## config.mk

```make
export PLATFORM = sky130hd
export DESIGN_NAME = selective_repeat_send_window
export DESIGN_NICKNAME = d
export VERILOG_FILES = /design/src/rtl/core/srsw_pkg.sv /design/src/rtl/core/srsw_cell.sv /design/src/rtl/core/selective_repeat_send_window.sv
export SDC_FILE = /design/constraint.sdc
export NUM_CORES = 1
export LEC_CHECK = 0
export BUFFER_PORTS_ARGS = -buffer_cell sky130_fd_sc_hd__clkbuf_2
export CORE_UTILIZATION = 50
export CTS_CLUSTER_SIZE = 28
export DETAILED_ROUTE_END_ITERATION = 10
export PLACE_DENSITY = 0.77
export SLEW_MARGIN = 20
export SYNTH_ARGS = -nofsm -noshare
export SYNTH_HDL_FRONTEND = slang
export SYNTH_SLANG_ARGS = --single-unit
export TNS_END_PERCENT = 100
```

## constraint.sdc

```tcl
create_clock -name clk_i -period 3.9 [get_ports clk_i]
set_input_delay 0.585 -clock clk_i [delete_from_list [all_inputs] [get_ports clk_i]]
set_output_delay 0.585 -clock clk_i [all_outputs]
set_load 0.02 [all_outputs]
```

## src/rtl/core/srsw_pkg.sv

```systemverilog
// ----------------------------------------------------------------------------
// srsw_pkg
// Shared types and constants for the selective-repeat send window.
// ----------------------------------------------------------------------------
package srsw_pkg;

  localparam int SeqBits       = 16;
  localparam int BaseW         = SeqBits + 1;
  localparam int WinRegW       = 5;
  localparam int CfgIdxW       = 1;
  localparam int CfgDataW      = 16;
  localparam int WindowMaxDef  = 16;

  // event codes
  localparam logic [1:0] OP_START   = 2'd0;
  localparam logic [1:0] OP_ACK     = 2'd1;
  localparam logic [1:0] OP_TIMEOUT = 2'd2;

  // config register indexes
  localparam logic [CfgIdxW-1:0] REG_WINDOW_SIZE = 1'd0;
  localparam logic [CfgIdxW-1:0] REG_LAST_SEQ    = 1'd1;

  localparam logic [WinRegW-1:0] WindowSizeRst = 5'd4;

  typedef struct packed {
    logic [1:0]         opcode;
    logic [SeqBits-1:0] ack_seq;
  } srsw_in_t;

  typedef struct packed {
    logic               send_valid;
    logic [SeqBits-1:0] tx_seq;
    logic               is_resend;
    logic [BaseW-1:0]   window_base;
    logic               done_res;
    logic               last;
  } srsw_out_t;

  // per-cell control
  typedef struct packed {
    logic clear;
    logic shift;
  } srsw_cell_ctl_t;

endpackage

```

## src/rtl/core/srsw_cell.sv

```systemverilog
// ----------------------------------------------------------------------------
// srsw_cell
// One window slot: holds the acked bit, takes its upper neighbor on a slide.
// ----------------------------------------------------------------------------
module srsw_cell
  import srsw_pkg::*;
(
  input  logic           clk_i,
  input  logic           rst_ni,
  input  srsw_cell_ctl_t ctl_i,
  input  logic           set_i,
  input  logic           nbr_i,
  output logic           acked_o
);

  logic acked_q, acked_d;

  always_comb begin
    acked_d = acked_q;
    if (ctl_i.clear) begin
      acked_d = 1'b0;
    end else if (ctl_i.shift) begin
      acked_d = nbr_i;
    end else if (set_i) begin
      acked_d = 1'b1;
    end
  end

  always_ff @(posedge clk_i or negedge rst_ni) begin
    if (!rst_ni) begin
      acked_q <= 1'b0;
    end else begin
      acked_q <= acked_d;
    end
  end

  assign acked_o = acked_q;

endmodule

```

## src/rtl/core/selective_repeat_send_window.sv

```systemverilog
// ----------------------------------------------------------------------------
// selective_repeat_send_window
// Sender-side window tracker for selective-repeat ARQ.
// ----------------------------------------------------------------------------
// Usage:
//   Input channel (in_valid_i / in_stall_o / in_data_i) carries one event per
//   beat: start, ack of a sequence number, or timeout. Output channel
//   (out_valid_o / out_stall_i / out_data_o) returns one or more result beats
//   per event; the final beat of an event has last set.
//   Configuration (cfg_valid_i / cfg_ready_o) writes window_size (index 0)
//   and last_seq (index 1); write only while the block is idle.
// Operation:
//   One event at a time. An event is accepted; on an ack of the base the acked
//   bits then step down the cell chain one slot per cycle until the end of the
//   run is seen. The result beats then go out through the single output
//   register, each waiting while the output stalls.
// Reset: window empty, base = next = 0, window_size = 4, last_seq = 0.
// A stalled output beat holds; emission of further beats waits for it, and
// a new event can be accepted while the final beat still waits.
// ----------------------------------------------------------------------------
module selective_repeat_send_window
  import srsw_pkg::*;
#(
  parameter int WINDOW_MAX = WindowMaxDef
) (
  input  logic                clk_i,
  input  logic                rst_ni,
  input  logic                in_valid_i,
  output logic                in_stall_o,
  input  srsw_in_t            in_data_i,
  output logic                out_valid_o,
  input  logic                out_stall_i,
  output srsw_out_t           out_data_o,
  input  logic                cfg_valid_i,
  output logic                cfg_ready_o,
  input  logic [CfgIdxW-1:0]  cfg_index_i,
  input  logic [CfgDataW-1:0] cfg_data_i
);

  localparam int KW = $clog2(WINDOW_MAX + 1);

  localparam logic [2:0] S_IDLE   = 3'd0;
  localparam logic [2:0] S_SLIDE  = 3'd1;
  localparam logic [2:0] S_FILL   = 3'd2;
  localparam logic [2:0] S_RESEND = 3'd3;
  localparam logic [2:0] S_STATUS = 3'd4;

  logic [2:0]         state_q, state_d;
  logic [BaseW-1:0]   base_q, base_d;
  logic [BaseW-1:0]   next_q, next_d;
  logic [KW-1:0]      k_q, k_d;
  logic [WinRegW-1:0] win_size_q;
  logic [SeqBits-1:0] last_seq_q;
  logic               out_valid_q, out_valid_d;
  srsw_out_t          out_q, out_d;

  logic [WINDOW_MAX-1:0] acked;
  logic [WINDOW_MAX-1:0] set_vec;
  srsw_cell_ctl_t        cell_ctl;

  logic               in_acc;
  logic               slot_free;
  logic [BaseW-1:0]   ack17, diff_ack, diff, last17, win17;
  logic [7:0]         ws8, win_eff8;
  logic               ack_in_range;
  logic [KW-1:0]      k_nx;
  logic               can_send, more_after;
  logic               done_now;

  // ---- configuration ----
  assign cfg_ready_o = 1'b1;

  always_ff @(posedge clk_i or negedge rst_ni) begin
    if (!rst_ni) begin
      win_size_q <= WindowSizeRst;
      last_seq_q <= '0;
    end else if (cfg_valid_i) begin
      unique case (cfg_index_i)
        REG_WINDOW_SIZE: win_size_q <= cfg_data_i[WinRegW-1:0];
        REG_LAST_SEQ:    last_seq_q <= cfg_data_i[SeqBits-1:0];
        default: ;
      endcase
    end
  end

  // effective window: 0 acts as 1, clamp at WINDOW_MAX
  assign ws8 = 8'(win_size_q);
  always_comb begin
    if (ws8 == 8'd0) begin
      win_eff8 = 8'd1;
    end else if (ws8 > 8'(WINDOW_MAX)) begin
      win_eff8 = 8'(WINDOW_MAX);
    end else begin
      win_eff8 = ws8;
    end
  end
  assign win17  = BaseW'(win_eff8);
  assign last17 = BaseW'(last_seq_q);

  // ---- handshakes ----
  assign in_stall_o = (state_q != S_IDLE);
  assign in_acc     = in_valid_i && !in_stall_o;
  assign slot_free  = !out_valid_q || !out_stall_i;

  // ---- ack range check ----
  assign ack17        = BaseW'(in_data_i.ack_seq);
  assign ack_in_range = (ack17 >= base_q) && (ack17 < next_q);
  assign diff_ack     = ack17 - base_q;

  // ---- cell chain ----
  assign cell_ctl.clear = in_acc && (in_data_i.opcode == OP_START);
  assign cell_ctl.shift = (state_q == S_SLIDE) && acked[0];

  for (genvar i = 0; i < WINDOW_MAX; i++) begin : g_cell
    logic nbr;
    if (i == WINDOW_MAX - 1) begin : g_top
      assign nbr = 1'b0;
    end else begin : g_mid
      assign nbr = acked[i+1];
    end
    assign set_vec[i] = in_acc && (in_data_i.opcode == OP_ACK) && ack_in_range
                        && (diff_ack == BaseW'(i));
    srsw_cell u_cell (
      .clk_i   (clk_i),
      .rst_ni  (rst_ni),
      .ctl_i   (cell_ctl),
      .set_i   (set_vec[i]),
      .nbr_i   (nbr),
      .acked_o (acked[i])
    );
  end

  // ---- fill conditions ----
  assign diff       = next_q - base_q;
  assign k_nx       = k_q + KW'(1);
  assign can_send   = (k_q < KW'(WINDOW_MAX)) && (next_q <= last17) && (diff < win17);
  assign more_after = (k_nx < KW'(WINDOW_MAX)) && ((next_q + BaseW'(1)) <= last17)
                      && ((diff + BaseW'(1)) < win17);
  assign done_now   = (base_q > last17);

  // ---- control ----
  always_comb begin
    state_d     = state_q;
    base_d      = base_q;
    next_d      = next_q;
    k_d         = k_q;
    out_valid_d = out_valid_q && out_stall_i;
    out_d       = out_q;

    unique case (state_q)
      S_IDLE: begin
        if (in_acc) begin
          k_d = '0;
          case (in_data_i.opcode)
            OP_START: begin
              base_d  = '0;
              next_d  = '0;
              state_d = S_FILL;
            end
            OP_ACK: begin
              if (ack_in_range && (diff_ack == '0)) begin
                state_d = S_SLIDE;
              end else begin
                state_d = S_STATUS;
              end
            end
            OP_TIMEOUT: begin
              state_d = (base_q < next_q) ? S_RESEND : S_STATUS;
            end
            default: state_d = S_STATUS;
          endcase
        end
      end
      S_SLIDE: begin
        // one acked slot leaves the bottom of the chain per cycle
        if (acked[0]) begin
          base_d = base_q + BaseW'(1);
        end else begin
          state_d = S_FILL;
        end
      end
      S_FILL: begin
        if (slot_free) begin
          out_valid_d       = 1'b1;
          out_d.window_base = base_q;
          out_d.done_res    = done_now;
          if (can_send) begin
            out_d.send_valid = 1'b1;
            out_d.tx_seq     = next_q[SeqBits-1:0];
            out_d.is_resend  = 1'b0;
            out_d.last       = !more_after;
            next_d           = next_q + BaseW'(1);
            k_d              = k_nx;
            if (!more_after) begin
              state_d = S_IDLE;
            end
          end else begin
            out_d.send_valid = 1'b0;
            out_d.tx_seq     = '0;
            out_d.is_resend  = 1'b0;
            out_d.last       = 1'b1;
            state_d          = S_IDLE;
          end
        end
      end
      S_RESEND: begin
        if (slot_free) begin
          out_valid_d       = 1'b1;
          out_d.send_valid  = 1'b1;
          out_d.tx_seq      = base_q[SeqBits-1:0];
          out_d.is_resend   = 1'b1;
          out_d.window_base = base_q;
          out_d.done_res    = done_now;
          out_d.last        = 1'b1;
          state_d           = S_IDLE;
        end
      end
      S_STATUS: begin
        if (slot_free) begin
          out_valid_d       = 1'b1;
          out_d.send_valid  = 1'b0;
          out_d.tx_seq      = '0;
          out_d.is_resend   = 1'b0;
          out_d.window_base = base_q;
          out_d.done_res    = done_now;
          out_d.last        = 1'b1;
          state_d           = S_IDLE;
        end
      end
      default: state_d = S_IDLE;
    endcase
  end

  always_ff @(posedge clk_i or negedge rst_ni) begin
    if (!rst_ni) begin
      state_q     <= S_IDLE;
      base_q      <= '0;
      next_q      <= '0;
      k_q         <= '0;
      out_valid_q <= 1'b0;
    end else begin
      state_q     <= state_d;
      base_q      <= base_d;
      next_q      <= next_d;
      k_q         <= k_d;
      out_valid_q <= out_valid_d;
    end
  end

  always_ff @(posedge clk_i) begin
    out_q <= out_d;
  end

  assign out_valid_o = out_valid_q;
  assign out_data_o  = out_q;

`ifndef SYNTH
  // in-flight span never exceeds the cell row
  a_span: assert property (@(posedge clk_i) disable iff (!rst_ni)
    (base_q <= next_q) && ((next_q - base_q) <= BaseW'(WINDOW_MAX)))
    else $error("window span exceeds cell row");

  // the base slot is unacked except while sliding
  a_base_unacked: assert property (@(posedge clk_i) disable iff (!rst_ni)
    (state_q != S_SLIDE) |-> !acked[0])
    else $error("base slot acked outside slide");

  // one event never emits more than a window of new sends
  a_burst: assert property (@(posedge clk_i) disable iff (!rst_ni)
    k_q <= KW'(WINDOW_MAX))
    else $error("send burst too long");

  // a slide moves the base by one each shifting cycle
  a_slide_step: assert property (@(posedge clk_i) disable iff (!rst_ni)
    cell_ctl.shift |=> (base_q == $past(base_q) + BaseW'(1)))
    else $error("base out of step with cell shift");
`endif

endmodule

```

==> metrics.txt, run 1 <==
status=complete, no violations; total iterations of the first detailed-routing run=6; hold slack=0.260 ns; Primary FF master, synth=dfrtp_1; worst setup path category=flip-flop to flip-flop; Die Y=138 um; Crit path buffers/inverters=1; share of layout cells above drive strength 1=18.7%; cell family with most CP delay=simple AND/OR/NAND/NOR gates; ANT cells=0; Num Clock Sinks=between 100 and 150; startpoint types=flip-flop; final WL=~28000 um; crit-path cells=buf_4 -> ha_1 -> nand2_1 -> or4_1 -> nor3_1 -> xnor2_1 -> ha_1 -> nand4_1 -> nor3_1 -> a221o_1 -> o31ai_2 -> nand4_1 -> a31oi_2 -> nand2_1; Seq cells post-synth=~120; sequential fraction of the synthesis area=between 30% and 40%; Syn Inst Count=slightly above 1000; Clock Tree Buf Depth=2; Max Cap Viol=0; post-synthesis cell area=9210 sq um; minimum clock period=between 3 and 4 ns; Post-synth EDFFs=37; largest net degree at the start of global routing=66; global-route wire length before repair=~43000 um; met2 wire length=13100 um; HP Class=primary input to asynchronous set/reset pin; critical path required time=slightly above 4 ns; row count=between 40 and 50; worst reg2reg startpoint=next_q[0]; Layout Area Growth over Synthesis=17.4%; CTS tree=built; FFs w/ async S/R, synth=between 60% and 70%; fin. max-slew vios=0; vias per inst=about 6.3; Detail Route Antenna Nets=0; latest clock arrival within the worst-skew pair=roughly 0.43 ns; # fillers=1492; FF-to-FF path depth=14; syn nets=1163; residual DRC count=0; TritonCTS Buffers=17; clock root buffer=clkbuf_16; post-DP HPWL=about 21000 um; worst-path fanout max=8; met3 wire len=approximately 2400 um; placed inst area=slightly above 10000 sq um; Max Clk Rate=between 0.2 and 0.3 GHz; Syn. warnings=0; Slew HR=40.3%; Starting Density=~51%; WP data arrival=3.92 ns; # IOs=80; Congestion Overflow GR=0; P_leak=about 0.005 uW; Final period util=96.0%; Final Skew=between 0.006 and 0.007 ns; H-tree Lvls=4; RR Endpoint=out_data_o[0]; worst-margin pin slew=slightly below 0.9 ns; Non-Filler Instances=1371; clock-pin slew on the worst setup and hold paths=roughly 0.06 ns; Worst R2R Setup Slack=~0.15 ns; Largest stage delay, worst path=roughly 0.54 ns; count of different cell masters after synthesis=between 70 and 80; CTS Hold Bufs=0; Crit. End Element=flip-flop; routability cong.=slightly below 1; metal1 wirelength=11300 um; DRT iter0 DRCs=894; CP max stage cell=or4_1; Finished Cell Area=10800 sq um; initial antenna violation count=0; via count=between 8000 and 9000; placed cells=approximately 1300; DR WL/cell=a little over 20 um; die area=19000 sq um; number of port buffers=between 70 and 80; GRT Total Usage=30.6%; Pwr Density=around 600 nW/um^2; vias in the first global route=slightly below 8000; count of final setup violators=0; highest metal used=met4; nets@finish=~1300; maximum vdd drop=0.633 mV; DIE WIDTH=~140 um; Core ar.=about 18000 sq um; setup TNS=0 ns; syn_area_per_cell=between 9 and 10 sq um; Fin. Hold Viols=0
==> cell usage in the layout, fill, tap and decap left out, types with 5 or more instances in the layout <==
cell type	n
nor2b_1	7
mux2_4	5
or3_1	9
o21bai_1	8
nor3_1	23
mux2i_1	6
nor2_1	72
a211oi_1	7
o21ai_0	34
o31ai_1	15
o22ai_1	5
a22o_1	17
clkbuf_16	18
buf_4	49
o211ai_1	12
a21o_1	23
a211o_1	5
a21oi_1	58
inv_1	63
dfrtp_1	79
clkbuf_2	77
and2_1	6
mux2_2	24
nand3_1	29
nand2b_1	9
xnor2_1	36
nand4_1	24
ha_1	108
xor2_1	11
edfxtp_1	37
a31oi_1	6
nand2_1	124
and3_1	19
a311oi_1	6
o21a_1	13
==> state kept, by name, summed over array words and instances (netlist names) <==
name / flops
state_q: 3
last_seq_q: 16
base_q: 17
k_q: 5
next_q: 17
g_cell.u_cell.acked_o: 16
win_size_q: 5
out_data_o: 37
out_valid_o: 1
==> timing repair <==
action | CTS | global route
endpoints found under the setup margin | 12 | 36
pin swaps | 0 | 0
endpoints found under the hold margin | 0 | 0
resized for setup | 1 | 9
buffers inserted | 0 | 1
==> where the power goes <==
group	internal, uW	switching, uW
Sequential	1540	122
Clock	1050	596
Combinational	1230	1960
==> cells in the mapped netlist (24+ instances only) <==
| library cell | number | area, sq um |
|---|---|---|
| nand2_1 | 124 | 465 |
| ha_1 | 108 | 1350 |
| dfrtp_1 | 79 | 1980 |
| nor2_1 | 73 | 274 |
| inv_1 | 63 | 236 |
| a21oi_1 | 59 | 295 |
| edfxtp_1 | 37 | 1110 |
| xnor2_1 | 36 | 315 |
| o21ai_0 | 34 | 170 |
| nand3_1 | 29 | 145 |
| mux2_2 | 24 | 270 |
| nand4_1 | 24 | 150 |
| nor3_1 | 24 | 120 |
==> how the worst max path moves through the flow <==
stage,start,depth (start not counted),slack [ns],endpoint
after global placement,next_q[0],16,0.06,k_q[3]
after floorplan,next_q[0],18,0.09,out_data_o[0]
after CTS,next_q[0],16,0.07,out_data_o[32]
after detailed placement,next_q[0],16,-0.003,k_q[3]
after global routing,next_q[0],15,-0.04,out_data_o[0]
final,next_q[0],14,0.15,out_data_o[0]
==> cell families after synthesis <==
| family | Yosys count | synth area share (%) |
|---|---|---|
| AOI/OAI and AO/OA | 245 | 18.2 |
| and+or+nand+nor | 364 | 19.5 |
| muxes | 35 | 4.40 |
| other | 1 | 0.0407 |
| buffers and inverters | 94 | 4.44 |
| xor gates and xnor gates | 47 | 4.47 |
| DFF | 117 | 33.8 |
| adders and majority gates | 110 | 15.1 |
==> final cells by class <==
type                       instances  area, sq um  area share [%]
clock inverter                    10          116            1.08
multi-input combinational        802         5750            53.2
sequential                       117         3110            28.8
timing repair buffer             128          801            7.41
inverter                          63          236            2.19
tap                              229          287            2.65
clock buffer                      22          505            4.68
==> layer usage <==
metal / global-route usage [%] / vias to the layer above
met5: 0 / -
met4: 16.5 / 0
met3: 5.08 / 110
met2: 49.2 / 463
met1: 39.2 / 4046
li1: - / 3968
==> metrics by stage <==
step | worst slack [ns] | util (%) | power [uW]
floorplan | 0.0925 | - | 3760
global placement | 0.0593 | 56.0 | 4570
detailed placement | -0.00253 | 56.0 | 4630
CTS | 0.0696 | 59.5 | 6290
global route | -0.0351 | 60.0 | 6840
finish | 0.154 | 60.0 | 6500
(Power assumes the default switching activity.)
==> run 2: changes to the inputs <==
Settings changed: PLACE_DENSITY 0.77 to 0.75.
Clock period 3.9 ns to 4.63 ns, I/O delays scaled along.
==> metrics.txt, run 2 (synthesized netlist as in run 1, its figures left out) <==
via count=8383 (-2.4%); HP Class=primary input to asynchronous set/reset pin; sw frac=42.0% (+0.79 points); P_leak=0.00486 uW (-4.5%); post-DP HPWL=21200 um (-0.63%); fin. max-slew vios=0 (unchanged); FF-to-FF path depth=15 (+1); GRT Total Usage=31.3% (+0.70 points); nets@finish=1240 (-3.0%); worst-margin pin slew=0.901 ns (+0.00595 ns); minimum clock period=4.29 ns (+0.543 ns); Max Clk Rate=0.233 GHz (-13%); row count=49 (unchanged); total iterations of the first detailed-routing run=5 (-1); Crit. End Element=flip-flop; cts repair resizes=0 (-1); critical path required time=4.94 ns (+0.87 ns); Core ar.=18000 sq um (unchanged); Setup WS pre-CTS=0.460 ns (+0.463 ns); DIE WIDTH=138 um (unchanged); area occupied by multi-input gates=5700 sq um (-0.85%); Post CTS Setup Buffer Count=0 (unchanged); Pwr Density=498 nW/um^2 (-17%); sw power=2180 uW (-19%); latest clock arrival within the worst-skew pair=0.43 ns (about the same); CTS Hold Bufs=0 (unchanged); share of power burned in registers=27.5% (+1.9 points); initial antenna violation count=0 (unchanged); placed cells=1299 (-2.8%); Comb pwr share=47.2% (-1.9 points); WP data arrival=4.60 ns (+0.68 ns); setup TNS=0 ns (unchanged); die area=19000 sq um (unchanged); TritonCTS Buffers=17 (unchanged); vias in the first global route=7974 (+0.30%); global-route wire length before repair=43900 um (+1.6%); Die Y=138 um (unchanged); clock root buffer=clkbuf_16; crit-path most repeated cell=ha_1; cell family with most CP delay=compound AO/OA/AOI/OAI gates; Slew HR=39.9% (-0.40 points); largest net degree at the start of global routing=52 (-21%); clock share of power=25.4% (about the same); share of layout cells above drive strength 1=14.4% (-4.3 points); ANT cells=0 (unchanged); CTS tree=built; # IOs=80 (unchanged); routability cong.=0.989 (+1.2%); Worst R2R Setup Slack=0.34 ns (+0.19 ns); Starting Density=51.1% (unchanged); worst-path fanout max=13 (+5); hold slack=0.283 ns (+0.0236 ns); Detail Route Antenna Nets=0 (unchanged); Largest register FFs=37 (unchanged); Max Cap Viol=0 (unchanged); Final Skew=0.0136 ns (+0.00688 ns); startpoint types=flip-flop; Layout Area Growth over Synthesis=13.0%; count of final setup violators=0 (unchanged); unrepaired setup endpoints after global routing=false; Num Clock Sinks=117 (unchanged); clock-pin slew on the worst setup and hold paths=0.06 ns (about the same); DRT iter0 DRCs=817 (-8.6%); Crit path buffers/inverters=2 (+1); H-tree Lvls=4 (unchanged); Reg area=3110 sq um (unchanged); worst reg2reg startpoint=base_q[1]; worst setup path category=flip-flop to flip-flop; # fillers=1577 (+5.7%); number of port buffers=78 (unchanged); final WL=27900 um (-0.64%); Final period util=92.6% (-3.4 points); DR WL/cell=20.9 um (+2.3%); crit-path cells=inv_1 -> ha_1 -> nand2b_1 -> a21oi_1 -> xor2_1 -> ha_1 -> a21o_1 -> a32oi_1 -> o2111ai_1 -> a221o_1 -> nor4_1 -> and3_1 -> buf_4 -> nand3_4 -> mux2_4; Non-Filler Instances=1332 (-2.8%); CP max stage cell=dfrtp_1; commonest non-fill, non-tap cells in the layout=nand2_1, ha_1, dfrtp_1; Largest stage delay, worst path=0.54 ns (about the same); status=complete, no violations; Congestion Overflow GR=0 (unchanged); internal power component=3010 uW (-21%); post-route setup slack=0.341 ns (+0.187 ns); maximum vdd drop=0.528 mV (-17%); Fin. Hold Viols=0 (unchanged); Clock Tree Buf Depth=2 (unchanged); most common cell after layout, fill and taps aside=nand2_1; residual DRC count=0 (unchanged); vias per inst=6.29 (+0.48%); RR Endpoint=next_q[12]
[run 2: changes by cell type in the layout (fill, tap and decap cells not counted), sizes merged]
cell	change
buf	-39
clkinv	+6
clkinvlp	-3
clkbuf	-2
inv	-2
bufinv	+1
[run 2: power by group through the flow]
stage	logic, uW	registers [uW]	clock network (uW)
2_1_floorplan	1610	1560	0
5_1_grt	2680	1450	1370
3_3_place_gp	2320	1440	0
6_report	2450	1420	1320
3_5_place_dp	2360	1440	0
4_1_cts	2380	1430	1320
[run 2: cell type report]
cell class / instances / share of cell area, %
clock buffers: 20 / 4.20
well taps: 229 / 2.75
repair buffers: 89 / 4.81
inverters: 63 / 2.27
clock inverters: 12 / 1.31
multi-input cells: 802 / 54.7
flip-flops and latches: 117 / 29.9
[run 2: worst max-delay path by stage]
stage,startpoint,endpoint,cells after the start
floorplan,next_q[0],out_data_o[0],18
global placement,base_q[1],next_q[12],15
detailed placement,next_q[1],next_q[14],15
CTS,base_q[1],next_q[14],15
global route,next_q[1],next_q[12],15
finish,base_q[1],next_q[12],15
[run 2: through the flow]
step / cell area (sq um) / utilization [%] / total power [uW]
floorplan: 9210 / - / 3160
finish: 10400 / 57.7 / 5190
detailed placement: 9820 / 54.5 / 3800
global route: 10400 / 57.7 / 5500
CTS: 10400 / 57.6 / 5130
global placement: 9820 / 54.5 / 3760
[run 2: routing by layer]
metal,part of all wire [%],track usage (%)
met5,0,0
met4,4.5,15.7
met3,9.1,7.36
met2,45,47.8
met1,42,41.3
==> run 3: changes to the inputs <==
Settings changed: BUFFER_PORTS_ARGS -buffer_cell sky130_fd_sc_hd__clkbuf_2 to -buffer_cell sky130_fd_sc_hd__buf_2, CORE_UTILIZATION 50 to 55, CTS_CLUSTER_SIZE 28 to 16, PLACE_DENSITY 0.75 to 0.8.
==> metrics.txt, run 3 (synthesized netlist as in run 1, its figures left out) <==
Core ar.=16100 sq um (-11%); Pwr Density=498 nW/um^2 (about the same); TritonCTS Buffers=17 (unchanged); HP Class=primary input to asynchronous set/reset pin; setup TNS=0 ns (unchanged); Finished Cell Area=10400 sq um (about the same); Die Y=131 um (-4.6%); most common cell after layout, fill and taps aside=nand2_1; Post CTS Setup Buffer Count=0 (unchanged); largest net degree at the start of global routing=81 (+56%); residual DRC count=0 (unchanged); DRT iter0 DRCs=833 (+2.0%); CP max stage cell=dfrtp_1; Clock Tree Buf Depth=2 (unchanged); Crit path buffers/inverters=2 (unchanged); die area=17300 sq um (-9.0%); vias per inst=6.41 (+1.9%); status=complete, no violations; Largest register FFs=37 (unchanged); Fin. Hold Viols=0 (unchanged); crit-path cells=inv_1 -> ha_1 -> nand2b_1 -> a21oi_1 -> xor2_1 -> ha_1 -> a21o_1 -> a32oi_1 -> o2111ai_1 -> a221o_1 -> nor4_1 -> and3_1 -> and3_1 -> buf_4 -> a22o_1; worst-margin pin slew=0.826 ns (-0.0748 ns); Slew HR=44.9% (+5.0 points); startpoint types=flip-flop; vias in the first global route=7876 (-1.2%); clock root buffer=clkbuf_16; Layout Area Growth over Synthesis=12.9% (about the same); Num Clock Sinks=117 (unchanged); Starting Density=57.1% (+6.1 points); DR WL/cell=20.8 um (-0.73%); Max Clk Rate=0.234 GHz (+0.50%); critical path required time=4.92 ns (-0.02 ns); WP data arrival=4.56 ns (-0.04 ns); cell family with most CP delay=compound AO/OA/AOI/OAI gates; routability cong.=1.01 (+2.1%); Crit. End Element=flip-flop; H-tree Lvls=4 (unchanged); placed inst area=9800 sq um (-0.14%); total iterations of the first detailed-routing run=5 (unchanged); GRT Total Usage=32.2% (+0.88 points); commonest non-fill, non-tap cells in the layout=nand2_1, ha_1, dfrtp_1; unrepaired setup endpoints after global routing=false; number of port buffers=78 (unchanged); initial antenna violation count=0 (unchanged); ANT cells=0 (unchanged); post-DP HPWL=20900 um (-1.4%); fin. max-slew vios=0 (unchanged); count of final setup violators=0 (unchanged); DIE WIDTH=131 um (-4.6%); Final period util=92.2% (-0.46 points); Final Skew=0.00634 ns (-0.00729 ns); worst setup path category=flip-flop to flip-flop; Detail Route Antenna Nets=0 (unchanged); # IOs=80 (unchanged); maximum vdd drop=0.371 mV (-30%); final WL=27500 um (-1.5%); nets@finish=1242 (+0.16%); CTS tree=built; latest clock arrival within the worst-skew pair=0.43 ns (about the same); P_leak=0.00485 uW (about the same); Max Cap Viol=0 (unchanged); Congestion Overflow GR=0 (unchanged); row count=46 (-6.1%); worst-path fanout max=15 (+2); global-route wire length before repair=42700 um (-2.9%); share of layout cells above drive strength 1=14.7% (+0.25 points); clock-pin slew on the worst setup and hold paths=0.06 ns (about the same); minimum clock period=4.27 ns (-0.0214 ns); Largest stage delay, worst path=0.56 ns (+0.02 ns); via count=8470 (+1.0%); cts repair resizes=0 (unchanged); CTS Hold Bufs=0 (unchanged)
## run 3: path summary, 6_finish.rpt
check / start / end / slack [ns] / cells past startpoint
max reg2reg: base_q[1] / out_data_o[35] / 0.36 / 15
min: rst_ni / g_cell[11].u_cell.acked_o / 0.31 / 1
min in group clk_i: g_cell[15].u_cell.acked_o / g_cell[15].u_cell.acked_o / 0.49 / 2
max in group asynchronous: rst_ni / last_seq_q[11] / 3.76 / 1
min reg2reg: g_cell[15].u_cell.acked_o / g_cell[15].u_cell.acked_o / 0.49 / 2
max: base_q[1] / out_data_o[35] / 0.36 / 15
## run 3: worst register-to-register path: stages, from the launching register on
cell and delay [ns]:
dfrtp_1 0.56, inv_1 0.21, ha_1 0.35, nand2b_1 0.09, a21oi_1 0.17, xor2_1 0.35, ha_1 0.32, a21o_1 0.18
a32oi_1 0.16, o2111ai_1 0.13, a221o_1 0.27, nor4_1 0.14, and3_1 0.45, and3_1 0.33, buf_4 0.25, a22o_1 0.17
## run 3: stage by stage
stage | std cells | worst slack, ns | hold WS (ns) | util (%) | power, uW
after CTS | 1320 | 0.421 | 0.498 | 64.4 | 5100
after global routing | 1321 | 0.189 | 0.380 | 64.5 | 5420
after detailed placement | 1288 | 0.469 | 0.487 | 60.8 | 3780
final | 1321 | 0.362 | 0.311 | 64.5 | 5180
after global placement | 1288 | 0.613 | 0.473 | 60.8 | 3730
after floorplan | 1013 | 0.822 | 0.399 | - | 3160
## run 3: area by class of cell
cell class                 count  area, sq um
fill                        1357         5720
multi-input combinational    802         5700
sequential                   117         3110
timing repair buffer          91          507
clock buffer                  20          437
tap                          216          270
inverter                      63          236
clock inverter                12          136
## run 3: power by group
group | total [uW] | leakage [uW] | internal [uW] | switching, uW
logic | 2460 | 0.00316 | 860 | 1600
clock network | 1310 | 0.000276 | 834 | 474
registers | 1410 | 0.00142 | 1300 | 115
## run 3: layer usage
layer  part of all wire, %  wire length, um  vias up  global-route usage, %
met5                     0                0        -                      0
met4                   5.3             1470        0                   18.2
met3                   8.8             2410      103                   7.06
met2                    45            12300      465                   49.9
met1                    41            11300     3997                   41.6
li1                      -                -     3905                      -
